$ cat src/sv/slnp_pkg.sv
// ----------------------------------------------------------------------------
// slnp_pkg
// Shared types and codes for the sorted list with node pool: operation kinds,
// result status codes, the command broadcast to the cell chain.
// ----------------------------------------------------------------------------
package slnp_pkg;

  localparam int VAL_W      = 32;
  localparam int POOL_W     = 5;
  localparam int CNT_OUT_W  = 5;
  localparam int POOL_RESET = 16;
  localparam int MAX_OUT    = 16;

  // operation kinds carried by an input transaction
  localparam logic [1:0] KIND_INSERT = 2'd0;
  localparam logic [1:0] KIND_DELETE = 2'd1;
  localparam logic [1:0] KIND_DUMP   = 2'd2;
  localparam logic [1:0] KIND_CLEAR  = 2'd3;

  // result status codes
  localparam logic [1:0] STAT_OK         = 2'd0;
  localparam logic [1:0] STAT_POOL_EMPTY = 2'd1;
  localparam logic [1:0] STAT_NOT_FOUND  = 2'd2;
  localparam logic [1:0] STAT_LIST_EMPTY = 2'd3;

  // command broadcast to every cell
  typedef enum logic [2:0] {
    CMD_HOLD,
    CMD_INSERT,
    CMD_DEL_SCAN,
    CMD_DEL_COMMIT,
    CMD_ROTATE,
    CMD_CLEAR
  } cmd_e;

  typedef struct packed {
    cmd_e                     cmd;
    logic signed [VAL_W-1:0]  key;
  } ctl_t;

  // sequencer states
  typedef enum logic [4:0] {
    ST_IDLE = 5'b00001,
    ST_INS  = 5'b00010,
    ST_DEL  = 5'b00100,
    ST_DUMP = 5'b01000,
    ST_CLR  = 5'b10000
  } state_e;

endpackage

$ cat src/sv/sorted_list_with_node_pool_core.sv
// ----------------------------------------------------------------------------
// sorted_list_with_node_pool_core
// Ascending list of signed values in a chain of NODES cells, capacity set by
// pool_size at reset and clear. Insert, delete, dump and clear operations.
// ----------------------------------------------------------------------------
// Sequence: insert and clear take one sequencer state, result registered; delete
//   scans while the match flag crosses the chain one cell per cycle, then commits.
// Dump: elements follow one per cycle; busy while the ring rotates once
//   through all NODES cells; an empty dump gives a single status result.
// Throughput: one transaction at a time; the next start is taken once busy
//   drops, in the cycle the final result is shown except after a dump of a
//   list shorter than NODES, which holds busy until the rotation ends.
//   The receiver cannot stall.
// Reset: list empty, pool size 16 clamped to NODES; no clearing pass.
module sorted_list_with_node_pool_core #(
  parameter int NODES = 16
) (
  input  logic                                  clk_i,
  input  logic                                  rst_ni,
  input  logic                                  start_i,
  output logic                                  busy_o,
  input  logic [1:0]                            kind_i,
  input  logic signed [slnp_pkg::VAL_W-1:0]     value_i,
  input  logic                                  cfg_valid_i,
  output logic                                  cfg_ready_o,
  input  logic [slnp_pkg::POOL_W-1:0]           cfg_pool_size_i,
  output logic                                  res_valid_o,
  output logic [1:0]                            status_o,
  output logic signed [slnp_pkg::VAL_W-1:0]     item_value_o,
  output logic [slnp_pkg::CNT_OUT_W-1:0]        used_count_o,
  output logic                                  last_o
);

  localparam int CW      = $clog2(NODES + 1);
  localparam int EFF_RST = (NODES < slnp_pkg::POOL_RESET) ? NODES : slnp_pkg::POOL_RESET;

  slnp_pkg::state_e                   state_q, state_d;
  logic [CW-1:0]                      step_q, step_d;
  logic [CW-1:0]                      used_q, used_d;
  logic [CW-1:0]                      eff_q, eff_d;
  logic [CW-1:0]                      eff_new;
  logic [slnp_pkg::POOL_W-1:0]        pool_q;
  logic signed [slnp_pkg::VAL_W-1:0]  key_q, key_d;
  slnp_pkg::cmd_e                     cmd;
  slnp_pkg::ctl_t                     ctl;

  logic                               rv_q, rv_d;
  logic [1:0]                         st_q, st_d;
  logic signed [slnp_pkg::VAL_W-1:0]  it_q, it_d;
  logic [slnp_pkg::CNT_OUT_W-1:0]     uc_q;
  logic                               last_q, last_d;

  logic signed [slnp_pkg::VAL_W-1:0]  val_w [NODES];
  logic                               occ_w [NODES];
  logic                               ge_w  [NODES];
  logic                               f_w   [NODES];

  assign ctl.cmd = cmd;
  assign ctl.key = key_q;

  // cell chain; the last cell wraps to the first for rotation
  for (genvar k = 0; k < NODES; k++) begin : g_cell
    logic signed [slnp_pkg::VAL_W-1:0] lv, rvl;
    logic                              lo, lg, lf, ro;
    if (k == 0) begin : g_first
      assign lv = '0;
      assign lo = 1'b0;
      assign lg = 1'b0;
      assign lf = 1'b0;
    end else begin : g_mid
      assign lv = val_w[k-1];
      assign lo = occ_w[k-1];
      assign lg = ge_w[k-1];
      assign lf = f_w[k-1];
    end
    if (k == NODES - 1) begin : g_last
      assign rvl = val_w[0];
      assign ro  = (cmd == slnp_pkg::CMD_ROTATE) ? occ_w[0] : 1'b0;
    end else begin : g_inner
      assign rvl = val_w[k+1];
      assign ro  = occ_w[k+1];
    end
    slnp_cell u_cell (
      .clk_i       (clk_i),
      .rst_ni      (rst_ni),
      .ctl_i       (ctl),
      .left_val_i  (lv),
      .left_occ_i  (lo),
      .left_ge_i   (lg),
      .left_f_i    (lf),
      .right_val_i (rvl),
      .right_occ_i (ro),
      .val_o       (val_w[k]),
      .occ_o       (occ_w[k]),
      .ge_o        (ge_w[k]),
      .f_o         (f_w[k])
    );
  end

  // clamp pool size into one to NODES
  always_comb begin
    if (pool_q == '0) begin
      eff_new = CW'(1);
    end else if (32'(pool_q) > NODES) begin
      eff_new = CW'(NODES);
    end else begin
      eff_new = CW'(pool_q);
    end
  end

  // sequence the operations and form the results
  always_comb begin
    state_d = state_q;
    step_d  = step_q;
    used_d  = used_q;
    eff_d   = eff_q;
    key_d   = key_q;
    cmd     = slnp_pkg::CMD_HOLD;
    rv_d    = 1'b0;
    st_d    = slnp_pkg::STAT_OK;
    it_d    = '0;
    last_d  = 1'b1;
    unique case (state_q)
      slnp_pkg::ST_IDLE: begin
        if (start_i) begin
          key_d  = value_i;
          step_d = '0;
          unique case (kind_i)
            slnp_pkg::KIND_INSERT: state_d = slnp_pkg::ST_INS;
            slnp_pkg::KIND_DELETE: state_d = slnp_pkg::ST_DEL;
            slnp_pkg::KIND_DUMP:   state_d = slnp_pkg::ST_DUMP;
            slnp_pkg::KIND_CLEAR:  state_d = slnp_pkg::ST_CLR;
            default:               state_d = slnp_pkg::ST_IDLE;
          endcase
        end
      end
      slnp_pkg::ST_INS: begin
        if (used_q == eff_q) begin
          st_d = slnp_pkg::STAT_POOL_EMPTY;
        end else begin
          cmd    = slnp_pkg::CMD_INSERT;
          used_d = used_q + CW'(1);
        end
        rv_d    = 1'b1;
        state_d = slnp_pkg::ST_IDLE;
      end
      slnp_pkg::ST_DEL: begin
        if (32'(step_q) < NODES) begin
          cmd    = slnp_pkg::CMD_DEL_SCAN;
          step_d = step_q + CW'(1);
        end else begin
          if (f_w[NODES-1]) begin
            cmd    = slnp_pkg::CMD_DEL_COMMIT;
            used_d = used_q - CW'(1);
          end else begin
            st_d = slnp_pkg::STAT_NOT_FOUND;
          end
          rv_d    = 1'b1;
          state_d = slnp_pkg::ST_IDLE;
        end
      end
      slnp_pkg::ST_DUMP: begin
        if (used_q == '0) begin
          st_d    = slnp_pkg::STAT_LIST_EMPTY;
          rv_d    = 1'b1;
          state_d = slnp_pkg::ST_IDLE;
        end else begin
          cmd = slnp_pkg::CMD_ROTATE;
          if ((32'(step_q) < 32'(used_q)) && (32'(step_q) < slnp_pkg::MAX_OUT)) begin
            rv_d   = 1'b1;
            it_d   = val_w[0];
            last_d = (32'(step_q) + 1 == 32'(used_q)) ||
                     (32'(step_q) + 1 == slnp_pkg::MAX_OUT);
          end
          if (32'(step_q) == NODES - 1) begin
            state_d = slnp_pkg::ST_IDLE;
          end
          step_d = step_q + CW'(1);
        end
      end
      slnp_pkg::ST_CLR: begin
        cmd     = slnp_pkg::CMD_CLEAR;
        used_d  = '0;
        eff_d   = eff_new;
        rv_d    = 1'b1;
        state_d = slnp_pkg::ST_IDLE;
      end
      default: begin
        state_d = slnp_pkg::ST_IDLE;
      end
    endcase
  end

  // control registers
  always_ff @(posedge clk_i or negedge rst_ni) begin
    if (!rst_ni) begin
      state_q <= slnp_pkg::ST_IDLE;
      step_q  <= '0;
      used_q  <= '0;
      eff_q   <= CW'(EFF_RST);
      pool_q  <= slnp_pkg::POOL_W'(slnp_pkg::POOL_RESET);
      rv_q    <= 1'b0;
    end else begin
      state_q <= state_d;
      step_q  <= step_d;
      used_q  <= used_d;
      eff_q   <= eff_d;
      rv_q    <= rv_d;
      if (cfg_valid_i) begin
        pool_q <= cfg_pool_size_i;
      end
    end
  end

  // payload registers
  always_ff @(posedge clk_i) begin
    key_q  <= key_d;
    st_q   <= st_d;
    it_q   <= it_d;
    uc_q   <= slnp_pkg::CNT_OUT_W'(used_d);
    last_q <= last_d;
  end

  assign busy_o       = (state_q != slnp_pkg::ST_IDLE);
  assign cfg_ready_o  = 1'b1;
  assign res_valid_o  = rv_q;
  assign status_o     = st_q;
  assign item_value_o = it_q;
  assign used_count_o = uc_q;
  assign last_o       = last_q;

endmodule

$ cat src/sv/slnp_cell.sv
// ----------------------------------------------------------------------------
// slnp_cell
// One slot of the sorted chain: holds a value and an occupied flag, shifts
// right on insert, left on delete, rotates for dump and passes the delete
// match flag on to its right neighbor one slot per cycle.
// ----------------------------------------------------------------------------
module slnp_cell (
  input  logic                               clk_i,
  input  logic                               rst_ni,
  input  slnp_pkg::ctl_t                     ctl_i,
  input  logic signed [slnp_pkg::VAL_W-1:0]  left_val_i,
  input  logic                               left_occ_i,
  input  logic                               left_ge_i,
  input  logic                               left_f_i,
  input  logic signed [slnp_pkg::VAL_W-1:0]  right_val_i,
  input  logic                               right_occ_i,
  output logic signed [slnp_pkg::VAL_W-1:0]  val_o,
  output logic                               occ_o,
  output logic                               ge_o,
  output logic                               f_o
);

  logic signed [slnp_pkg::VAL_W-1:0] val_q, val_d;
  logic                              occ_q, occ_d;
  logic                              f_q, f_d;
  logic                              ge;
  logic                              hit;

  // slot at or past the key position: empty, or value not below the key
  assign ge  = !occ_q || (val_q >= ctl_i.key);
  // first slot at or past the key holds the key itself
  assign hit = ge && !left_ge_i && occ_q && (val_q == ctl_i.key);

  always_comb begin
    val_d = val_q;
    occ_d = occ_q;
    f_d   = 1'b0;
    unique case (ctl_i.cmd)
      slnp_pkg::CMD_HOLD: begin
      end
      slnp_pkg::CMD_INSERT: begin
        if (left_ge_i) begin
          val_d = left_val_i;
          occ_d = left_occ_i;
        end else if (ge) begin
          val_d = ctl_i.key;
          occ_d = 1'b1;
        end
      end
      slnp_pkg::CMD_DEL_SCAN: begin
        f_d = left_f_i || hit;
      end
      slnp_pkg::CMD_DEL_COMMIT: begin
        if (ge) begin
          val_d = right_val_i;
          occ_d = right_occ_i;
        end
      end
      slnp_pkg::CMD_ROTATE: begin
        val_d = right_val_i;
        occ_d = right_occ_i;
      end
      slnp_pkg::CMD_CLEAR: begin
        occ_d = 1'b0;
      end
      default: begin
      end
    endcase
  end

  // control flags
  always_ff @(posedge clk_i or negedge rst_ni) begin
    if (!rst_ni) begin
      occ_q <= 1'b0;
      f_q   <= 1'b0;
    end else begin
      occ_q <= occ_d;
      f_q   <= f_d;
    end
  end

  // payload
  always_ff @(posedge clk_i) begin
    val_q <= val_d;
  end

  assign val_o = val_q;
  assign occ_o = occ_q;
  assign ge_o  = ge;
  assign f_o   = f_q;

endmodule

$ cat config.mk
export PLATFORM = sky130hd
export DESIGN_NAME = sorted_list_with_node_pool_core
export DESIGN_NICKNAME = d
export VERILOG_FILES = /design/src/sv/slnp_pkg.sv /design/src/sv/sorted_list_with_node_pool_core.sv /design/src/sv/slnp_cell.sv
export SDC_FILE = /design/constraint.sdc
export NUM_CORES = 2
export LEC_CHECK = 0
export BUFFER_PORTS_ARGS = -buffer_cell sky130_fd_sc_hd__buf_4
export CORE_UTILIZATION = 65
export DETAILED_ROUTE_END_ITERATION = 10
export PLACE_DENSITY_LB_ADDON = 0.3
export SYNTH_ARGS = -nofsm -noshare
export SYNTH_HDL_FRONTEND = slang
export SYNTH_SLANG_ARGS = --single-unit
$ cat constraint.sdc
create_clock -name clk_i -period 8 [get_ports clk_i]
set_clock_uncertainty 0.2 [all_clocks]
set_input_delay 0.4 -clock clk_i [delete_from_list [all_inputs] [get_ports clk_i]]
set_output_delay 0.4 -clock clk_i [all_outputs]
set_load 0.01 [all_outputs]
== After elaboration in Yosys (flattened, before gate mapping) ==
Cells that the tools add are included.
Operators by class
  add/sub/neg operators: 4
  order comparisons: 19
  equality and inequality tests: 71
  mux-type cells: 173
  bitwise operators: 2
  reduce and logical (&&, ||, !) cells: 154
Operators by type and width (number)
  32-bit one-hot mux with 3 select lines: 16
  32-bit 2-to-1 mux: 47
  32-bit == test: 16
  32-bit greater-or-equal comparator: 16
  3-bit AND reduction: 33
  1-bit 2-to-1 mux: 69
  1-bit one-hot mux with 4 select lines: 16
  5-bit 2-to-1 mux: 12
  1-bit logical AND: 48
  3-bit by 1-bit != test with 1-bit output (second input constant): 15
  5-bit one-hot mux with 3 select lines: 3
  2-bit by 1-bit != test with 1-bit output (second input constant): 17
  32-bit by 5-bit == test with 1-bit output: 1
  1-bit logical OR: 32
  1-bit logical NOT: 31
  5-bit one-hot mux with 4 select lines: 1
  3-bit one-hot mux with 4 select lines: 1
  5-bit by 1-bit adder with 5-bit output (second input constant): 2
  5-bit by 4-bit == test with 1-bit output (second input constant): 2
  5-bit logical NOT: 2
  2-bit 2-to-1 mux: 5
  2-bit != test (second input constant): 4
  5-bit by 1-bit adder with 6-bit output (second input constant): 1
  3-bit by 2-bit == test with 1-bit output (second input constant): 2
  27 further kinds: 31
Storage, ports and cells
  register bits: 642
  input bits: 43

== Logic depth before layout (Yosys ltp) ==
  depth after elaboration: 8
  mapped depth: 13

== Hierarchy ==
From an unflattened synthesis, not the netlist that was laid out.
Unflattened totals
  cells, all modules: 4765
  area, all modules: 45608.7 µm²
By module, submodules not included
  slnp_cell at g_cell[0].u_cell ...: instances 15, cells each 279, area an instance 2615.0 µm², sequential area each 1011.0 µm²
  sorted_list_with_node_pool_core: instances 1, cells each 296, area an instance 3736.1 µm², sequential area each 2416.1 µm²
  slnp_cell at g_cell[14].u_cell: instances 1, cells each 284, area an instance 2647.5 µm², sequential area each 1011.0 µm²

== Worst setup path before layout ==
No wires, ideal clock.
  kind: register to register
  from: register key_q[30] in the netlist's numbering
  to: register g_cell[6].u_cell.val_q, in the netlist g_cell[6].u_cell.val_o[0], enable pin
  library setup time: 0.432 ns
  arrival time: 4.400 ns
  data required time: 7.368 ns
  slack: 2.968 ns
  cell stages (with the launch flop): 13
  buffers on the path: 3
  cell sequence: edfxtp_1 -> clkbuf_1 -> inv_1 -> ha_1 -> nand4_1 -> nor3_1 -> a221o_1 -> or3_1 -> nand4_1 -> buf_2 -> buf_4 -> o21ai_0 -> a21oi_1
On the way
  cells in the longest elaborated chain, start to end: 4
Ends and longest elaborated chain
  start, declared: line sorted_list_with_node_pool_core.sv:43  | logic signed [slnp_pkg::VAL_W-1:0] key_q, key_d;
  start signal, assigned: line sorted_list_with_node_pool_core.sv:217  | key_q <= key_d;
  32-bit greater-or-equal comparator: line slnp_cell.sv:30  | assign ge = !occ_q || (val_q >= ctl_i.key);
  1-bit logical OR: line slnp_cell.sv:30
  3-bit by 1-bit != test with 1-bit output (no source line) / 2-bit by 1-bit != test with 1-bit output (equally long branches)
  3-bit AND reduction (no source line) (*)
  end signal, assigned: line slnp_cell.sv:84  | val_q <= val_d;
  end, declared: line slnp_cell.sv:23  | logic signed [slnp_pkg::VAL_W-1:0] val_q, val_d;
Mark *: on every way between the ends. The rest lies on a longest branch, timed or not.
A chain may end at the register's enable or synchronous reset.

== Worst setup path after layout ==
  from: register key_q[15] in the netlist's numbering
  to: register g_cell[4].u_cell.val_q, in the netlist g_cell[4].u_cell.val_o[11], enable pin
On the way
  cells in the longest elaborated chain, start to end: 4
Ends and longest elaborated chain (line)
  32-bit greater-or-equal comparator: slnp_cell.sv:30
  1-bit logical OR: slnp_cell.sv:30
  3-bit by 1-bit != test with 1-bit output (no source line) / 2-bit by 1-bit != test with 1-bit output (equally long branches)
  3-bit AND reduction (no source line) (*)
  end signal, assigned: slnp_cell.sv:84
  end, declared: slnp_cell.sv:23
Marks and branches as above.

==> results by group <==
Drt
  • WL final: 147000 um
  • Iteration-0 DRC Markers: about 5600
  • Vias after detailed routing: 36300
  • DR vias/cell: 7.06
  • DRC Markers: 0
  • First-pass detailed-route iteration total: 10
  • DR WL/cell: approximately 29 um
  • Antenna-violating nets left: 0

Setup path
  • Startpoint types: flip-flop
  • Levels on crit path: 10
  • Worst-path maximum fanout: 24
  • Critical Path Source: key_q[15]
  • Cells along the critical path: inv_1 > ha_1 > nand4_1 > nor4_2 > a21boi_0 > o31a_1 > nor4b_2 > o211ai_1 > o21a_1 > buf_4
  • Buf/Inv on CP: 2
  • R2R Setup Slk: 1.72 ns
  • Max stage delay on crit path: 1.06 ns
  • WP data arrival: 6.35 ns
  • Slowest-stage cell, CP: nor4_2
  • Setup crit end: g_cell[4].u_cell.val_o[11]
  • R2R depth: 10
  • CP Capture Type: flip-flop
  • Reg-to-Reg End: g_cell[4].u_cell.val_o[11]
  • CP delay by family, top: compound AO/OA/AOI/OAI gates
  • Worst path required time: 8.06 ns
  • Critical path type: flip-flop to flip-flop
  • Worst r2r src: key_q[15]

Place
  • Pre-CTS WS: 1.80 ns
  • DP HPWL: 104000 um
  • Placer congestion estimate: 1.03
  • Placed Cells: 4966
  • Placed Area: 43700 um2
  • Port bufs: 84

Yosys
  • Syn Inst Count: 4212
  • Synth area leaders: edfxtp_1, ha_1, mux2i_1
  • Seq/Total Area, Yosys: 0.437
  • Post-synthesis compound-gate area fraction: 0.161
  • Post-synth EDFFs: 544
  • Mux cell area share after synthesis: 0.0916
  • Synth Cell Area: 42600 um2
  • Ys async rst share: 0.0903
  • Post-synth net total: around 4800
  • Yosys reg bits: 642
  • Top cell type's share of synthesized area: 0.384
  • Dominant synthesized flop cell: edfxtp_1
  • Post-synthesis adder-cell area fraction: 0.153
  • Synth unique cells: 71
  • Mean Syn Cell Area: around 10 um2
  • Simple-Gate Fraction of Synth Area: 0.118
  • Cell taking the most area after synthesis: edfxtp_1
  • YS warnings: 0
  • Main combinational cell family by area after synthesis: compound AO/OA/AOI/OAI gates
  • Xor and xnor area share after synthesis: 0.00206

Clock tree
  • CTS tree: built
  • Worst-case clock buffer depth: 3
  • CTS sink count: 642
  • Setup bufs post-CTS: 0
  • Worst skew pair latency: roughly 0.64 ns
  • H-tree depth: 3
  • CTS clk-pin slew, worst paths: 0.06 ns
  • Clock root buffer master: clkbuf_16
  • CTS resizes: 0
  • TritonCTS buffer count: 72

STA
  • Slew Limit Fails: 0
  • Final Setup Violations: 0
  • Setup ws final: 1.72 ns
  • Slew headroom: 0.185
  • Final hold vios: 0
  • TNS Setup: 0 ns
  • Tmin final: 6.28 ns
  • Worst-margin pin slew: 1.22 ns
  • Period Utilization, post-route: 0.785
  • Fmax: 159 MHz
  • RSZ-0062 raised after global routing: false

Cells and area
  • # nets final: 4795
  • Syn-to-layout area delta: 9.29%
  • Share of cells above drive strength 1: 0.0721
  • Most frequent cells in the layout: nand2_1, edfxtp_1, ha_1
  • Register area: between 15000 and 20000 um2
  • Commonest non-fill, non-tap cell in the layout: nand2_1
  • Number of fill cells: 4675
  • Final non-filler cell area: 46500 um2
  • Multi-input logic area: 22600 um2
  • Fin cells: 5145

Floorplanning
  • Row Count: 93
  • I/O pin count: 86
  • Die height: between 200 and 300 um
  • Width of the chip: 258 um
  • Die area: 66500 um2
  • Core outline area: 64600 um2
  • Initial cell density of the core: 0.659

GRT
  • Vias in the first global route: 34600
  • Largest net degree at the start of global routing: between 200 and 300
  • GR Util All Layers: 0.436
  • First-pass GRT wire length: 216000 um
  • Initial antenna violation count: 8
  • Total grt overflow: 0

Pwr
  • Leakage: 16.7 nW
  • Power Density: 198 nW/um2
  • Total Power: 9.22 mW
  • Worst vdd ir: 197 uV

Hold path
  • Hold WC Path Type: input pin to flip-flop

Flow run
  • MaxCap Viol Count: 0

Status
  • Status: finished, final reports clean
state kept, by name, summed over array words and instances, names as in the netlist, 16 cells and up:
| register | cells |
|---|---|
| item_value_o | 32 |
| g_cell.u_cell.occ_o | 16 |
| key_q | 32 |
| g_cell.u_cell.f_o | 16 |
| g_cell.u_cell.val_o | 512 |
routing by layer:
layer | vias up | routed length [um] | GRT usage
met1 | 17100 | 54500 | 0.576
met4 | 6 | 8660 | 0.226
met3 | 591 | 21900 | 0.151
li1 | 16000 | - | -
met2 | 2685 | 61800 | 0.634
met5 | - | 36 | 0
where the power goes:
part | internal (mW) | switching (mW) | total, mW
clock network | 1.95 | 1.47 | 3.42
registers | 3.84 | 0.224 | 4.06
logic | 0.591 | 1.15 | 1.74
total | 6.38 | 2.84 | 9.22
cells by family after synthesis:
family	count (synthesis)
other	1
DFF	642
and+or+nand+nor	1101
muxes	389
adders and majority gates	521
AOI/OAI and AO/OA	1216
buffers and inverters	332
xor gates and xnor gates	10
worst register-to-register path, delay by kind of cell, from the launching register on:
| family | cells | cell delay (ns) |
|---|---|---|
| flops | 1 | 0.77 |
| simple gates | 3 | 1.51 |
| compound gates | 4 | 1.84 |
| buf+inv | 2 | 1.12 |
| fa+ha+maj | 1 | 0.48 |
area by class of cell:
cell class	instances	share of cell area
clock inverter	41	0.00901
tap	855	0.0230
timing repair buffer	197	0.0348
antenna	2	0.000108
multi-input combinational	3238	0.486
sequential	642	0.400
inverter	80	0.00645
clock buffer	90	0.0415
worst min path at each step:
stage                            endpoint  slack [ns]  cells past startpoint                  start
floorplan                        eff_q[0]        -0.1                      0                 rst_ni
global placement    g_cell[12].u_cell.f_o        0.24                      2  g_cell[11].u_cell.f_o
detailed placement  g_cell[14].u_cell.f_o        0.26                      2  g_cell[13].u_cell.f_o
global route                   state_q[0]        0.22                      4                start_i
CTS                            state_q[0]        0.15                      4                start_i
finish                         state_q[0]        0.17                      4                start_i
synthesized netlist by cell type (39+ instances only):
library cell	count
mux2i_1	384
a21oi_1	326
and2_1	43
nand3_1	61
a31oi_1	106
dfrtp_1	55
nor3_1	39
nor2_1	152
ha_1	521
buf_4	48
inv_1	80
nand2_1	569
edfxtp_1	544
buf_2	62
dfxtp_1	40
nand4_1	111
clkbuf_1	124
o21ai_0	497
o21ai_1	99
per-stage QoR:
| stage | hold WS, ns | util |
|---|---|---|
| after global placement | 0.243 | 0.677 |
| after CTS | 0.154 | 0.720 |
| after global routing | 0.217 | 0.721 |
| final | 0.169 | 0.721 |
| after floorplan | -0.0956 | - |
| after detailed placement | 0.255 | 0.677 |
what timing repair did:
action	CTS	global route
setup endpoints to repair	0	0
hold buffers	46	0
endpoints found under the hold margin	96	0
Power figures use the tool's default switching activity.
